## src/hw/rtl/sae_pkg.sv

```systemverilog
package sae_pkg;

   localparam int ALPHABET_SIZE_DEF = 256;

   localparam logic [31:0] TOP_VAL   = 32'hFFFF_FFFF;
   localparam logic [31:0] HALF_VAL  = 32'h8000_0000;
   localparam logic [31:0] QTR1_VAL  = 32'h4000_0000;
   localparam logic [31:0] QTR3_VAL  = 32'hC000_0000;
   localparam logic [30:0] MAX_TOTAL = 31'h4000_0000;
   localparam logic [30:0] SAT_COUNT = 31'h7FFF_FFFF;

   localparam logic KIND_BIT    = 1'b0;
   localparam logic KIND_STATUS = 1'b1;

   localparam logic [1:0] ST_OK   = 2'd0;
   localparam logic [1:0] ST_ZERO = 2'd1;
   localparam logic [1:0] ST_BIG  = 2'd2;

   typedef enum logic [1:0] {
      OP_LOAD    = 2'd0,
      OP_PREPARE = 2'd1,
      OP_ENCODE  = 2'd2,
      OP_FINISH  = 2'd3
   } op_type;

   typedef enum logic [3:0] {
      S_CLEAR,
      S_IDLE,
      S_PREP_RD,
      S_PREP_ACC,
      S_PREP_DONE,
      S_ENC_RD0,
      S_ENC_RD1,
      S_ENC_LD,
      S_ENC_DIV,
      S_ENC_UPD,
      S_ENC_REN,
      S_ENC_END,
      S_FINISH
   } state_type;

   typedef struct packed {
      logic        kind;
      logic        bit_res;
      logic [31:0] follow_count;
      logic [1:0]  status;
      logic        last;
   } rsp_type;

   typedef struct packed {
      logic mem_clear_wr;
      logic idx_inc;
      logic load_wr;
      logic prep_init;
      logic prep_rd;
      logic prep_acc;
      logic prep_fin;
      logic push_status;
      logic enc_cap;
      logic enc_rd_lo;
      logic enc_rd_hi;
      logic enc_ld;
      logic div_step;
      logic enc_upd;
      logic ren_step;
      logic push_last;
      logic finish;
   } cmd_type;

   typedef struct packed {
      logic slot_free;
      logic sym_ok;
      logic model_ok;
      logic idx_last;
      logic div_last;
      logic ren_done;
      logic hold_valid;
   } sts_type;

endpackage

```

## src/hw/rtl/sae_ctrl.sv

```systemverilog
module sae_ctrl import sae_pkg::*; (
   input  logic    clock,
   input  logic    reset,
   input  logic    req_valid,
   input  logic [1:0] req_opcode,
   output logic    req_ready,
   input  sts_type sts,
   output cmd_type cmd
);

   state_type state_ff, state_in;
   logic      accept;

   always_ff @(posedge clock) begin
      if (reset) begin
         state_ff <= S_CLEAR;
      end else begin
         state_ff <= state_in;
      end
   end

   assign req_ready = (state_ff == S_IDLE);
   assign accept    = req_valid && req_ready;

   always_comb begin
      state_in = state_ff;
      cmd      = '0;
      case (state_ff)
         S_CLEAR: begin
            cmd.mem_clear_wr = 1'b1;
            cmd.idx_inc      = 1'b1;
            if (sts.idx_last) state_in = S_IDLE;
         end
         S_IDLE: begin
            if (accept) begin
               case (op_type'(req_opcode))
                  OP_LOAD: cmd.load_wr = 1'b1;
                  OP_PREPARE: begin
                     cmd.prep_init = 1'b1;
                     state_in      = S_PREP_RD;
                  end
                  OP_ENCODE: begin
                     // An out-of-range symbol or an unusable model drops the request.
                     if (sts.sym_ok && sts.model_ok) begin
                        cmd.enc_cap = 1'b1;
                        state_in    = S_ENC_RD0;
                     end
                  end
                  OP_FINISH: state_in = S_FINISH;
                  default: state_in = S_IDLE;
               endcase
            end
         end
         S_PREP_RD: begin
            cmd.prep_rd = 1'b1;
            state_in    = S_PREP_ACC;
         end
         S_PREP_ACC: begin
            cmd.prep_acc = 1'b1;
            cmd.idx_inc  = 1'b1;
            if (sts.idx_last) begin
               cmd.prep_fin = 1'b1;
               state_in     = S_PREP_DONE;
            end else begin
               state_in = S_PREP_RD;
            end
         end
         S_PREP_DONE: begin
            if (sts.slot_free) begin
               cmd.push_status = 1'b1;
               state_in        = S_IDLE;
            end
         end
         S_ENC_RD0: begin
            cmd.enc_rd_lo = 1'b1;
            state_in      = S_ENC_RD1;
         end
         S_ENC_RD1: begin
            cmd.enc_rd_hi = 1'b1;
            state_in      = S_ENC_LD;
         end
         S_ENC_LD: begin
            cmd.enc_ld = 1'b1;
            state_in   = S_ENC_DIV;
         end
         S_ENC_DIV: begin
            cmd.div_step = 1'b1;
            if (sts.div_last) state_in = S_ENC_UPD;
         end
         S_ENC_UPD: begin
            cmd.enc_upd = 1'b1;
            state_in    = S_ENC_REN;
         end
         S_ENC_REN: begin
            if (sts.ren_done) begin
               state_in = S_ENC_END;
            end else begin
               cmd.ren_step = 1'b1;
            end
         end
         S_ENC_END: begin
            if (!sts.hold_valid) begin
               state_in = S_IDLE;
            end else if (sts.slot_free) begin
               cmd.push_last = 1'b1;
               state_in      = S_IDLE;
            end
         end
         S_FINISH: begin
            if (sts.slot_free) begin
               cmd.finish = 1'b1;
               state_in   = S_IDLE;
            end
         end
         default: state_in = S_IDLE;
      endcase
   end

endmodule

```

## config.mk

```make
export PLATFORM = sky130hd
export DESIGN_NAME = sae_ctrl
export DESIGN_NICKNAME = d
export VERILOG_FILES = /design/src/hw/rtl/sae_pkg.sv /design/src/hw/rtl/sae_ctrl.sv
export SDC_FILE = /design/constraint.sdc
export NUM_CORES = 1
export LEC_CHECK = 0
export BUFFER_PORTS_ARGS = -buffer_cell sky130_fd_sc_hd__buf_4
export CORE_UTILIZATION = 40
export DETAILED_ROUTE_END_ITERATION = 6
export GPL_TIMING_DRIVEN = 0
export PLACE_DENSITY = 0.85
export SLEW_MARGIN = 5
export SYNTH_ARGS = -nofsm -noshare
export SYNTH_HDL_FRONTEND = slang
export SYNTH_SLANG_ARGS = --single-unit
```

## constraint.sdc

```tcl
create_clock -name clock -period 1.3 [get_ports clock]
set_input_delay 0.195 -clock clock [delete_from_list [all_inputs] [get_ports clock]]
set_output_delay 0.195 -clock clock [all_outputs]
set_load 0.05 [all_outputs]
```

==> results of run 1 <==
## through the flow
| step | TNS (ns) | instance area, sq um | worst slack, ns |
|---|---|---|---|
| after global placement | -2.86 | 1000 | -0.392 |
| after detailed placement | -3.08 | 1000 | -0.418 |
| after floorplan | -4.05 | 768 | -0.558 |
## cell families after synthesis
family	after synthesis	synth area share [%]
DFF	4	12.9
adders and majority gates	5	10.1
muxes	1	1.81
buffers and inverters	13	9.68
and+or+nand+nor	46	42.9
AOI/OAI and AO/OA	21	22.6
==> key figures, run 1 <==
Logic synthesis
  – Synth area leaders: dfxtp_1 (13%), ha_1 (10%), nor3_1 (6.5%)
  – Mapped Area: 621 sq um
  – Post-synth EDFFs: 0
  – Syn_nets: 107
  – Synth cell count leaders: nand2_1 (9), nor2_1 (8), nor3_1 (8)
  – Post-synth top area share: 12.9%
  – Main synth FF type: dfxtp_1
  – Syn Inst Count: 90
  – Post-synth top area cell: dfxtp_1
  – Synthesis Warnings: 0
  – Count of cell types in the netlist: 34
  – Post-synthesis sequential area ratio: 12.9%
  – Synth Register Bits: 4
  – Fraction of registers with async set or reset after synthesis: 0%
  – Most frequent cell after synthesis: nand2_1
  – Syn avg cell area: 6.90 sq um

Place
  – Number of port buffers: 29
  – DP Wirelength: 1.38 mm
  – Inst Count DP: 134
  – Gp weighted congestion: 0.803

Floorplanning
  – Initial core utilization: 45.4%
  – Top Ports: 30
  – Die width: 41.4 microns
  – Num rows: 13
  – Die Ht: 41.4 microns

Clock tree
  – Clock tree buffer depth: 2
  – Post-cts hold buffer count: 0
  – Post-CTS sizing: 63
  – CTS Buf Count: 3
  – Htree depth: 1
  – Root Driver: clkbuf_4
  – Setup repair bufs after CTS: 21
  – Clk sinks: 4

Status
  – Fail Step: clock tree synthesis
  – Stop err: [ERROR DPL-0038] Utilization greater than 100%, impossible to legalize
  – Run status: did not finish
==> inputs of run 2 (changes only) <==
Settings changed: CORE_AREA from default to 2 2 63 65, CORE_UTILIZATION 40 to default, DIE_AREA from default to 0 0 65 67, PLACE_DENSITY 0.85 to default, PLACE_DENSITY_LB_ADDON from default to 0.15.
Clock period 1.3 ns to 1.7 ns, I/O delays scaled along.
==> run 2 against run 1 <==
Compared with the run above:
- the run now ends clean
- area after synthesis stayed put
- synthesized cell count stayed put
==> key figures, run 2 <==
Critical path
  – Highest-delay cell along the critical path: nor4b_4
  – Crit Path Max Fanout: 8
  – Data required time at the worst endpoint: 1.44 ns
  – R2R Path Start: state_ff[3]$_SDFFE_PP0P_
  – WP depth: 5
  – Worst Setup EP: cmd[8]
  – FF-to-FF path depth: 6
  – Reg2reg end: state_ff[1]$_SDFFE_PP0P_
  – Crit path max-delay family: simple AND/OR/NAND/NOR gates
  – Setup crit start kind: register
  – Worst path bufs/invs: 2
  – R2R Setup Slk: 0.16 ns
  – Worst path max stage delay: 0.39 ns
  – Cells along the critical path: buf_6, nor4b_4, nand2_1, nor2_4, buf_6
  – Element type at the critical path end: output port
  – Worst setup startpoint: state_ff[3]$_SDFFE_PP0P_
  – Worst endpoint data arrival time: 1.43 ns
  – Worst setup path class: register to output port
  – Most frequent CP cell: buf_6

Drt
  – Remaining DRCs: 0
  – First-pass DRT Iterations: 4
  – Initial DRC Count: 40
  – Vias per inst: 4.49
  – Via count: 777
  – Final wirelength: 2.02 mm
  – DRT antenna net count: 0
  – Average wire per standard cell: 11.7 microns

Power and ir drop
  – Pwr/cell area: 460 nW/um^2
  – Overall power: 515 uW
  – Leak: 0.000458 uW
  – Worst VDD drop: 0.169 mV

Layout
  – Final nets: 144
  – Share of post-route cells with drive strength above 1: 52.0%
  – Area growth from synthesis to layout: 80.4%
  – Max reg flops: 4
  – Most frequent cells in the layout: buf_4 (25), buf_6 (11), nand2_1 (9)
  – Biggest regs: state_ff x4
  – Commonest non-fill, non-tap cell in the layout: buf_4
  – Final Instance Count excl. Fillers: 173
  – ANT cells: 0
  – Biggest register: state_ff

Clock tree
  – Latest clock arrival within the worst-skew pair: 0.21 ns
  – Clock tree buffer depth: 2 (unchanged)
  – Clk sinks: 4 (unchanged)
  – Post-cts hold buffer count: 0 (unchanged)
  – Htree depth: 1 (unchanged)
  – CTS Buf Count: 3 (unchanged)
  – CTS tree: done
  – Reg clk slew, reported paths: 0.03 ns
  – Root Driver: clkbuf_8 (was clkbuf_4)

Logic synthesis
  – Count of cell types in the netlist: 34 (unchanged)
  – Main synth FF type: dfxtp_1 (unchanged)
  – Post-synthesis sequential area ratio: 12.9% (unchanged)
  – Synth cell count leaders: nand2_1 (9), nor2_1 (8), nor3_1 (8) (unchanged)
  – Synth area leaders: dfxtp_1 (13%), ha_1 (10%), nor3_1 (6.5%) (unchanged)
  – Synth Register Bits: 4 (unchanged)
  – Most frequent cell after synthesis: nand2_1 (unchanged)
  – Fraction of registers with async set or reset after synthesis: 0% (unchanged)
  – Syn_nets: 107 (unchanged)
  – Syn Inst Count: 90 (unchanged)
  – Synthesis Warnings: 0 (unchanged)
  – Post-synth top area share: 12.9% (unchanged)
  – Syn avg cell area: 6.90 sq um (unchanged)
  – Post-synth top area cell: dfxtp_1 (unchanged)
  – Mapped Area: 621 sq um (unchanged)
  – Post-synth EDFFs: 0 (unchanged)

Timing
  – Hold Fails Final Rpt: 0
  – Slew @ Worst Pin: 0.406 ns
  – Post-route minimum period: 1.69 ns
  – Final period utilization: 99.4%
  – Final Skew: 0.00295 ns
  – Unrepaired setup endpoints after global routing: true
  – Final hold slack: 0.228 ns
  – Slew margin rel.: 72.6%
  – Slew Viols, Final: 0
  – Fmax: 592 MHz
  – Final setup vio count: 0

Floorplanning
  – Die area: 4360 sq um
  – Num rows: 22 (was 13)
  – Top Ports: 30 (unchanged)
  – Die width: 65 microns (was 41.4 microns)
  – Initial core utilization: 17.2% (was 45.4%)
  – Die Ht: 67 microns (was 41.4 microns)
  – Placeable Area: 3610 sq um

Place
  – Inst Count DP: 167 (was 134)
  – Number of port buffers: 29 (unchanged)
  – Gp weighted congestion: 0.835 (was 0.803)
  – DP Wirelength: 1.58 mm (was 1.38 mm)

Flow run
  – MaxCap Viol Count: 0

GRT
  – First-pass GRT wire length: 3.35 mm
  – Grt ovf: 0
  – Vias in the first global route: 754
  – Largest net degree at the start of global routing: 11
  – Initial antenna violation count: 0
  – GR Util All Layers: 9.85%

Status
  – Run status: finished, final reports clean (was did not finish)

Worst hold path
  – Worst Hold Class: primary input to register
run 2: cell counts after synthesis:
Identical to the previous run, type by type.
run 2: worst reg2reg max path: stages, from the launching register on:
cell and delay, ns:
dfxtp_1 0.29, buf_6 0.13, nor4b_4 0.39, buf_4 0.18
nor3b_2 0.15, nor4_1 0.08, o31ai_1 0.23
run 2: timing repair:
action                                  in CTS  in global routing
pin swaps                                    2                  3
endpoints found under the setup margin       8                 12
setup buffers                                2                  1
gates resized for setup                      9                 16
gates cloned                                 0                  0
run 2: logic make-up after synthesis:
kind of cell	after synthesis	synth area share, %
and+or+nand+nor	46	42.9
adders and majority gates	5	10.1
DFF	4	12.9
AOI/OAI and AO/OA	21	22.6
muxes	1	1.81
buffers and inverters	13	9.68
run 2: how the worst min path moves through the flow:
stage / slack (ns) / from / end / cells after the start
2_1_floorplan: 0.32 / reset / state_ff[0]$_SDFFE_PP0P_ / 1
3_3_place_gp: 0.46 / reset / state_ff[0]$_SDFFE_PP0P_ / 2
3_5_place_dp: 0.46 / reset / state_ff[0]$_SDFFE_PP0P_ / 2
4_1_cts: 0.23 / reset / state_ff[2]$_SDFFE_PP0P_ / 2
5_1_grt: 0.23 / reset / state_ff[0]$_SDFFE_PP0P_ / 2
6_report: 0.23 / reset / state_ff[0]$_SDFFE_PP0P_ / 2
run 2: metrics by stage:
step / cell area [sq um] / utilization (%) / setup slack [ns] / setup TNS (ns)
2_1_floorplan: 691 / - / -0.303 / -0.842
3_3_place_gp: 968 / 26.9 / -0.0130 / -0.0130
3_5_place_dp: 968 / 26.9 / 0.0230 / 0
4_1_cts: 1050 / 29.1 / -0.00780 / -0.00780
5_1_grt: 1120 / 31.1 / -0.0870 / -0.311
6_report: 1120 / 31.1 / 0.0102 / 0
run 2: cell type report:
| type | instances | area [sq um] |
|---|---|---|
| flip-flops and latches | 4 | 82.6 |
| clock buffers | 3 | 41.3 |
| fillers | 403 | 2490 |
| repair buffers | 32 | 285 |
| plain buffers | 7 | 63.8 |
| multi-input cells | 73 | 564 |
| inverters | 6 | 22.5 |
| well taps | 48 | 60.1 |
run 2: report_power, final:
group          leakage, uW  switching (uW)  total, uW  internal, uW
Clock            0.0000216            43.3        194           150
Sequential       0.0000333            5.94        105          99.2
Combinational     0.000403             125        216          91.4
run 2: routing by layer:
metal | global-route usage [%] | share of wire, %
met1 | 13.3 | 47
met2 | 15.5 | 46
met3 | 2.70 | 7.4
met4 | 2.39 | 0
met5 | 0 | 0
Power figures use the tool's default switching activity.
==> inputs of run 3 (changes only) <==
Settings changed: BUFFER_PORTS_ARGS -buffer_cell sky130_fd_sc_hd__buf_4 to default, DONT_BUFFER_PORTS from default to 1.
==> run 3 against run 2 <==
Compared with the run above:
- the run now ends with setup timing left
- non-clock buffer count fell by 8
- clock skew rose by 0.00081 ns
- maximum frequency fell by 19%
- die area did not move
- global-route usage rose by 1.5 points
- critical path depth fell by 3
- via count did not move
==> key figures, run 3 (synthesized netlist as in run 2, its figures left out) <==
Worst hold path
  – Worst Hold End: state_ff[0]$_SDFFE_PP0P_ (unchanged)
  – Hold Crit Depth: 1 (was 2)
  – Worst Hold Class: primary input to register (unchanged)
  – Hold Crit Start: reset (unchanged)

Floorplanning
  – Die area: 4360 sq um (unchanged)
  – Die width: 65 microns (unchanged)
  – Initial core utilization: 17.2% (unchanged)
  – Num rows: 22 (unchanged)
  – Placeable Area: 3610 sq um (unchanged)
  – Top Ports: 30 (unchanged)
  – Die Ht: 67 microns (unchanged)

Drt
  – DRT antenna net count: 0 (unchanged)
  – Remaining DRCs: 0 (unchanged)
  – Initial DRC Count: 32 (was 40)
  – Average wire per standard cell: 15.1 microns (was 11.7 microns)
  – Vias per inst: 4.71 (was 4.49)
  – Final wirelength: 2.49 mm (was 2.02 mm)
  – First-pass DRT Iterations: 4 (unchanged)
  – Via count: 777 (unchanged)

Timing
  – Final setup vio count: 19 (was 0)
  – Fmax: 479 MHz (was 592 MHz)
  – Final hold slack: 0.0989 ns (was 0.228 ns)
  – Post-route minimum period: 2.09 ns (was 1.69 ns)
  – Setup tns final: -2.87 ns (was 0 ns)
  – Hold Fails Final Rpt: 0 (unchanged)
  – Final WS setup: -0.387 ns (was 0.0102 ns)
  – Final Skew: 0.00376 ns (was 0.00295 ns)
  – Final period utilization: 123% (was 99.4%)
  – Slew @ Worst Pin: 0.925 ns (was 0.406 ns)
  – Slew margin rel.: 38.1% (was 72.6%)
  – Unrepaired setup endpoints after global routing: true (unchanged)
  – Slew Viols, Final: 0 (unchanged)

Clock tree
  – Reg clk slew, reported paths: 0.03 ns (about the same)
  – Htree depth: 1 (unchanged)
  – Clk sinks: 4 (unchanged)
  – Latest clock arrival within the worst-skew pair: 0.22 ns (was 0.21 ns)
  – CTS Buf Count: 3 (unchanged)
  – Root Driver: clkbuf_8 (unchanged)
  – CTS tree: done (unchanged)
  – Clock tree buffer depth: 2 (unchanged)

Layout
  – Final nets: 136 (was 144)
  – Seq. cell area: 95.1 sq um (was 82.6 sq um)
  – Biggest register: state_ff (unchanged)
  – Share of post-route cells with drive strength above 1: 62.4% (was 52.0%)
  – Area of the multi-input gates: 698 sq um (was 564 sq um)
  – Commonest non-fill, non-tap cell in the layout: buf_6 (was buf_4)
  – Utilization after layout: 35.0% (was 31.1%)
  – Final Instance Count excl. Fillers: 165 (was 173)
  – Most frequent cells in the layout: buf_6 (15), buf_4 (9), nor2_4 (7) (was buf_4 (25), buf_6 (11), nand2_1 (9))
  – Biggest regs: state_ff x4 (unchanged)
  – ANT cells: 0 (unchanged)
  – Max reg flops: 4 (unchanged)
  – Total of fill cells in the finished design: 370 (was 403)
  – Area growth from synthesis to layout: 104% (was 80.4%)

Critical path
  – Data required time at the worst endpoint: 1.44 ns (about the same)
  – Worst endpoint data arrival time: 1.83 ns (was 1.43 ns)
  – Reg2reg end: state_ff[1]$_SDFFE_PP0P_ (unchanged)
  – Element type at the critical path end: output port (unchanged)
  – Setup crit start kind: register (unchanged)
  – Worst setup path class: register to output port (unchanged)
  – FF-to-FF path depth: 4 (was 6)
  – R2R Path Start: state_ff[1]$_SDFFE_PP0P_ (was state_ff[3]$_SDFFE_PP0P_)
  – Crit Path Max Fanout: 6 (was 8)
  – R2R Setup Slk: -0.21 ns (was 0.16 ns)

Power and ir drop
  – Pwr/cell area: 406 nW/um^2 (was 460 nW/um^2)
  – Worst VDD drop: 0.213 mV (was 0.169 mV)
  – Net switching power: 185 uW (was 174 uW)
  – Sequential Power Share: 19.9% (was 20.4%)
  – Cell-internal power: 329 uW (was 341 uW)
  – Gate power share: 42.1% (was 42.0%)
  – Clk pwr share: 38.1% (was 37.6%)
  – Sw Share: 36.0% (was 33.8%)
  – Leak: 0.000482 uW (was 0.000458 uW)

GRT
  – Grt ovf: 0 (unchanged)
  – Initial antenna violation count: 0 (unchanged)
  – Largest net degree at the start of global routing: 11 (unchanged)
  – First-pass GRT wire length: 3.73 mm (was 3.35 mm)
  – GR Util All Layers: 11.4% (was 9.85%)
  – Vias in the first global route: 765 (was 754)

Status
  – Violated checks: setup timing
  – Run status: finished, violations left (was finished, final reports clean)

Place
  – Number of port buffers: 0 (was 29)
  – Gp weighted congestion: 0.764 (was 0.835)
  – DP Wirelength: 1.55 mm (was 1.58 mm)
  – Inst Count DP: 138 (was 167)

Flow run
  – MaxCap Viol Count: 0 (unchanged)
-- run 3: changes by cell type in the layout (fill, tap and decap cells not counted), sizes merged --
| cell | change |
|---|---|
| buf | -8 |
-- run 3: power by group through the flow --
stage / combinational [uW] / sequential, uW / clock [uW]
after global routing: 230 / 103 / 214
final: 216 / 102 / 195
after floorplan: 127 / 103 / 0
after global placement: 149 / 106 / 0
after CTS: 174 / 106 / 202
after detailed placement: 149 / 106 / 0
-- run 3: area by class of cell --
| cell class | count | area share, % |
|---|---|---|
| clock buffers | 3 | 3.27 |
| inverters | 6 | 2.38 |
| flip-flops and latches | 4 | 7.52 |
| well taps | 48 | 4.75 |
| plain buffers | 5 | 5.45 |
| multi-input cells | 73 | 55.2 |
| repair buffers | 26 | 21.4 |
-- run 3: how the worst max path moves through the flow --
stage / startpoint / end / cells past startpoint
2_1_floorplan: state_ff[2]$_SDFFE_PP0P_ / cmd[15] / 4
3_3_place_gp: state_ff[2]$_SDFFE_PP0P_ / cmd[15] / 4
3_5_place_dp: state_ff[2]$_SDFFE_PP0P_ / cmd[15] / 4
4_1_cts: state_ff[3]$_SDFFE_PP0P_ / cmd[8] / 4
5_1_grt: state_ff[1]$_SDFFE_PP0P_ / cmd[8] / 3
6_report: state_ff[1]$_SDFFE_PP0P_ / cmd[13] / 2
-- run 3: what timing repair did --
item	in CTS	in global routing
resized for setup	43	42
hold buffers	0	0
setup buffers	13	16
setup endpoints to repair	20	21
cloned	0	0
pin swaps	13	22
-- run 3: worst max-delay path, stage by stage (launching register included) --
cell	delay, ns
dfxtp_4	0.34
nor4b_4	0.82
and3_4	0.44
-- run 3: per-layer routing --
layer  global-route usage [%]  part of all wire (%)  vias up
met1                     15.2                    46      372
met4                     3.19                  0.92        0
li1                         -                     -      378
met3                     2.70                   4.9        2
met5                        0                     0        -
met2                     18.0                    48       25
-- run 3: metrics by stage --
stage | total power (uW) | setup WS [ns] | instance area, sq um
2_1_floorplan | 230 | -0.303 | 691
3_3_place_gp | 255 | -0.409 | 751
3_5_place_dp | 255 | -0.418 | 751
4_1_cts | 482 | -0.558 | 1050
5_1_grt | 547 | -0.489 | 1260
6_report | 514 | -0.387 | 1260
==> inputs of run 4 (changes only) <==
Settings changed: ABC_CLOCK_PERIOD_IN_PS from default to 1700, HOLD_SLACK_MARGIN from default to 0.15, SLEW_MARGIN 5 to default.
==> run 4 against run 3 <==
Compared with the run above:
- the flow still finishes with violations (setup timing)
- sequential cell count is the same
- critical endpoint unchanged
- utilization grew 0.56 points
- clock power is essentially flat
- sequential power is essentially flat
- critical path depth is the same
- cell count grew 1.2%
- register-to-register slack is essentially flat
- sequential share of layout area shrank 0.12 points
==> key figures, run 4 (synthesized netlist as in run 2, its figures left out) <==
Floorplanning
  – Placeable Area: 3610 sq um (unchanged)
  – Num rows: 22 (unchanged)
  – Die Ht: 67 microns (unchanged)
  – Top Ports: 30 (unchanged)
  – Initial core utilization: 17.2% (unchanged)
  – Die width: 65 microns (unchanged)
  – Die area: 4360 sq um (unchanged)

Clock tree
  – Root Driver: clkbuf_8 (unchanged)
  – CTS Buf Count: 3 (unchanged)
  – Latest clock arrival within the worst-skew pair: 0.22 ns (about the same)
  – Reg clk slew, reported paths: 0.03 ns (about the same)
  – Htree depth: 1 (unchanged)
  – Clock tree buffer depth: 2 (unchanged)
  – Clk sinks: 4 (unchanged)
  – CTS tree: done (unchanged)

Drt
  – First-pass DRT Iterations: 3 (was 4)
  – Final wirelength: 2.55 mm (was 2.49 mm)
  – Remaining DRCs: 0 (unchanged)
  – DRT antenna net count: 0 (unchanged)
  – Initial DRC Count: 40 (was 32)
  – Average wire per standard cell: 15.3 microns (was 15.1 microns)
  – Vias per inst: 4.70 (was 4.71)
  – Via count: 785 (was 777)

Layout
  – Biggest regs: state_ff x4 (unchanged)
  – Most frequent cells in the layout: buf_6 (15), buf_4 (9), nor2_4 (7) (unchanged)
  – ANT cells: 0 (unchanged)
  – Final nets: 138 (was 136)
  – Final Instance Count excl. Fillers: 167 (was 165)
  – Commonest non-fill, non-tap cell in the layout: buf_6 (unchanged)
  – Biggest register: state_ff (unchanged)
  – Area growth from synthesis to layout: 107% (was 104%)
  – Max reg flops: 4 (unchanged)
  – Share of post-route cells with drive strength above 1: 61.3% (was 62.4%)

Critical path
  – Worst path max stage delay: 0.82 ns (about the same)
  – Worst endpoint data arrival time: 1.84 ns (was 1.83 ns)
  – Setup crit start kind: register (unchanged)
  – Cells along the critical path: nor4b_4, and3_4 (unchanged)
  – Data required time at the worst endpoint: 1.44 ns (about the same)
  – Highest-delay cell along the critical path: nor4b_4 (unchanged)
  – Crit Path Max Fanout: 6 (unchanged)
  – Element type at the critical path end: output port (unchanged)
  – Worst setup path class: register to output port (unchanged)

Timing
  – Slew @ Worst Pin: 0.925 ns (about the same)
  – Final WS setup: -0.391 ns (was -0.387 ns)
  – Final setup vio count: 19 (unchanged)
  – Slew margin rel.: 38.1% (about the same)
  – Fmax: 478 MHz (was 479 MHz)
  – Hold Fails Final Rpt: 0 (unchanged)
  – Final period utilization: 123% (about the same)
  – Final Skew: 0.00504 ns (was 0.00376 ns)
  – Unrepaired setup endpoints after global routing: true (unchanged)
  – Setup tns final: -2.95 ns (was -2.87 ns)
  – Final hold slack: 0.236 ns (was 0.0989 ns)
  – Slew Viols, Final: 0 (unchanged)
  – Post-route minimum period: 2.09 ns (about the same)

GRT
  – First-pass GRT wire length: 3.79 mm (was 3.73 mm)
  – Vias in the first global route: 776 (was 765)
  – Initial antenna violation count: 0 (unchanged)
  – GR Util All Layers: 11.5% (was 11.4%)
  – Largest net degree at the start of global routing: 11 (unchanged)
  – Grt ovf: 0 (unchanged)

Status
  – Run status: finished, violations left (unchanged)
  – Violated checks: setup timing (unchanged)

Place
  – Inst Count DP: 138 (unchanged)
  – DP Wirelength: 1.55 mm (unchanged)
  – Gp weighted congestion: 0.764 (unchanged)
  – Number of port buffers: 0 (unchanged)
  – Dpl ws: -0.418 ns (unchanged)

Power and ir drop
  – Pwr/cell area: 407 nW/um^2 (was 406 nW/um^2)
  – Worst VDD drop: 0.219 mV (was 0.213 mV)
  – Leak: 0.000491 uW (was 0.000482 uW)

Flow run
  – MaxCap Viol Count: 0 (unchanged)

Worst hold path
  – Worst Hold Class: primary input to register (unchanged)
## run 4: changes by cell type in the layout (fill, tap and decap cells not counted), sizes merged
| cell | before | now |
|---|---|---|
| dlygate4sd3 | 0 | 2 |
## run 4: final cells by class
| type | instances | area (sq um) |
|---|---|---|
| fill | 370 | 2320 |
| multi-input combinational | 73 | 698 |
| timing repair buffer | 28 | 290 |
| sequential | 4 | 95.1 |
| buffer | 5 | 68.8 |
| tap | 48 | 60.1 |
| clock buffer | 3 | 41.3 |
| inverter | 6 | 30.0 |
## run 4: repair_timing
action                     CTS  global route
buffers inserted            13            16
setup endpoints to repair   20            21
hold buffers                 2             0
pin swaps                   13            22
resized for setup           43            42
hold endpoints to repair     3             0
## run 4: metal layers
layer / part of all wire (%) / vias to the layer above / global-route usage (%)
met2: 48 / 23 / 18.2
met3: 4.6 / 2 / 2.70
met5: 0 / - / 0
met1: 47 / 377 / 15.6
li1: - / 383 / -
met4: 0.39 / 0 / 3.19
## run 4: worst paths after layout
path                                 start                        to  slack [ns]  cells past startpoint
setup / recovery  state_ff[1]$_SDFFE_PP0P_                   cmd[13]       -0.39                      2
hold / removal                       reset  state_ff[1]$_SDFFE_PP0P_        0.24                      2
setup reg to reg  state_ff[1]$_SDFFE_PP0P_  state_ff[1]$_SDFFE_PP0P_       -0.22                      4
hold reg to reg   state_ff[3]$_SDFFE_PP0P_  state_ff[0]$_SDFFE_PP0P_        0.69                      3
## run 4: metrics by stage
stage | util (%) | cell area, sq um | power, uW
final | 35.6 | 1280 | 522
after global routing | 35.6 | 1280 | 551
after CTS | 29.6 | 1070 | 486
after detailed placement | 20.8 | 751 | 255
after global placement | 20.8 | 751 | 255
after floorplan | - | 691 | 230
## run 4: report_power, final
group / switching [uW] / internal [uW]
logic: 135 / 86.3
clock network: 47.7 / 151
registers: 7.09 / 95.0
total: 190 / 332
## run 4: critical path, delay by kind of cell (launching register included)
kind	cells	cell delay (ns)
simple gates	2	1.26
flops	1	0.34
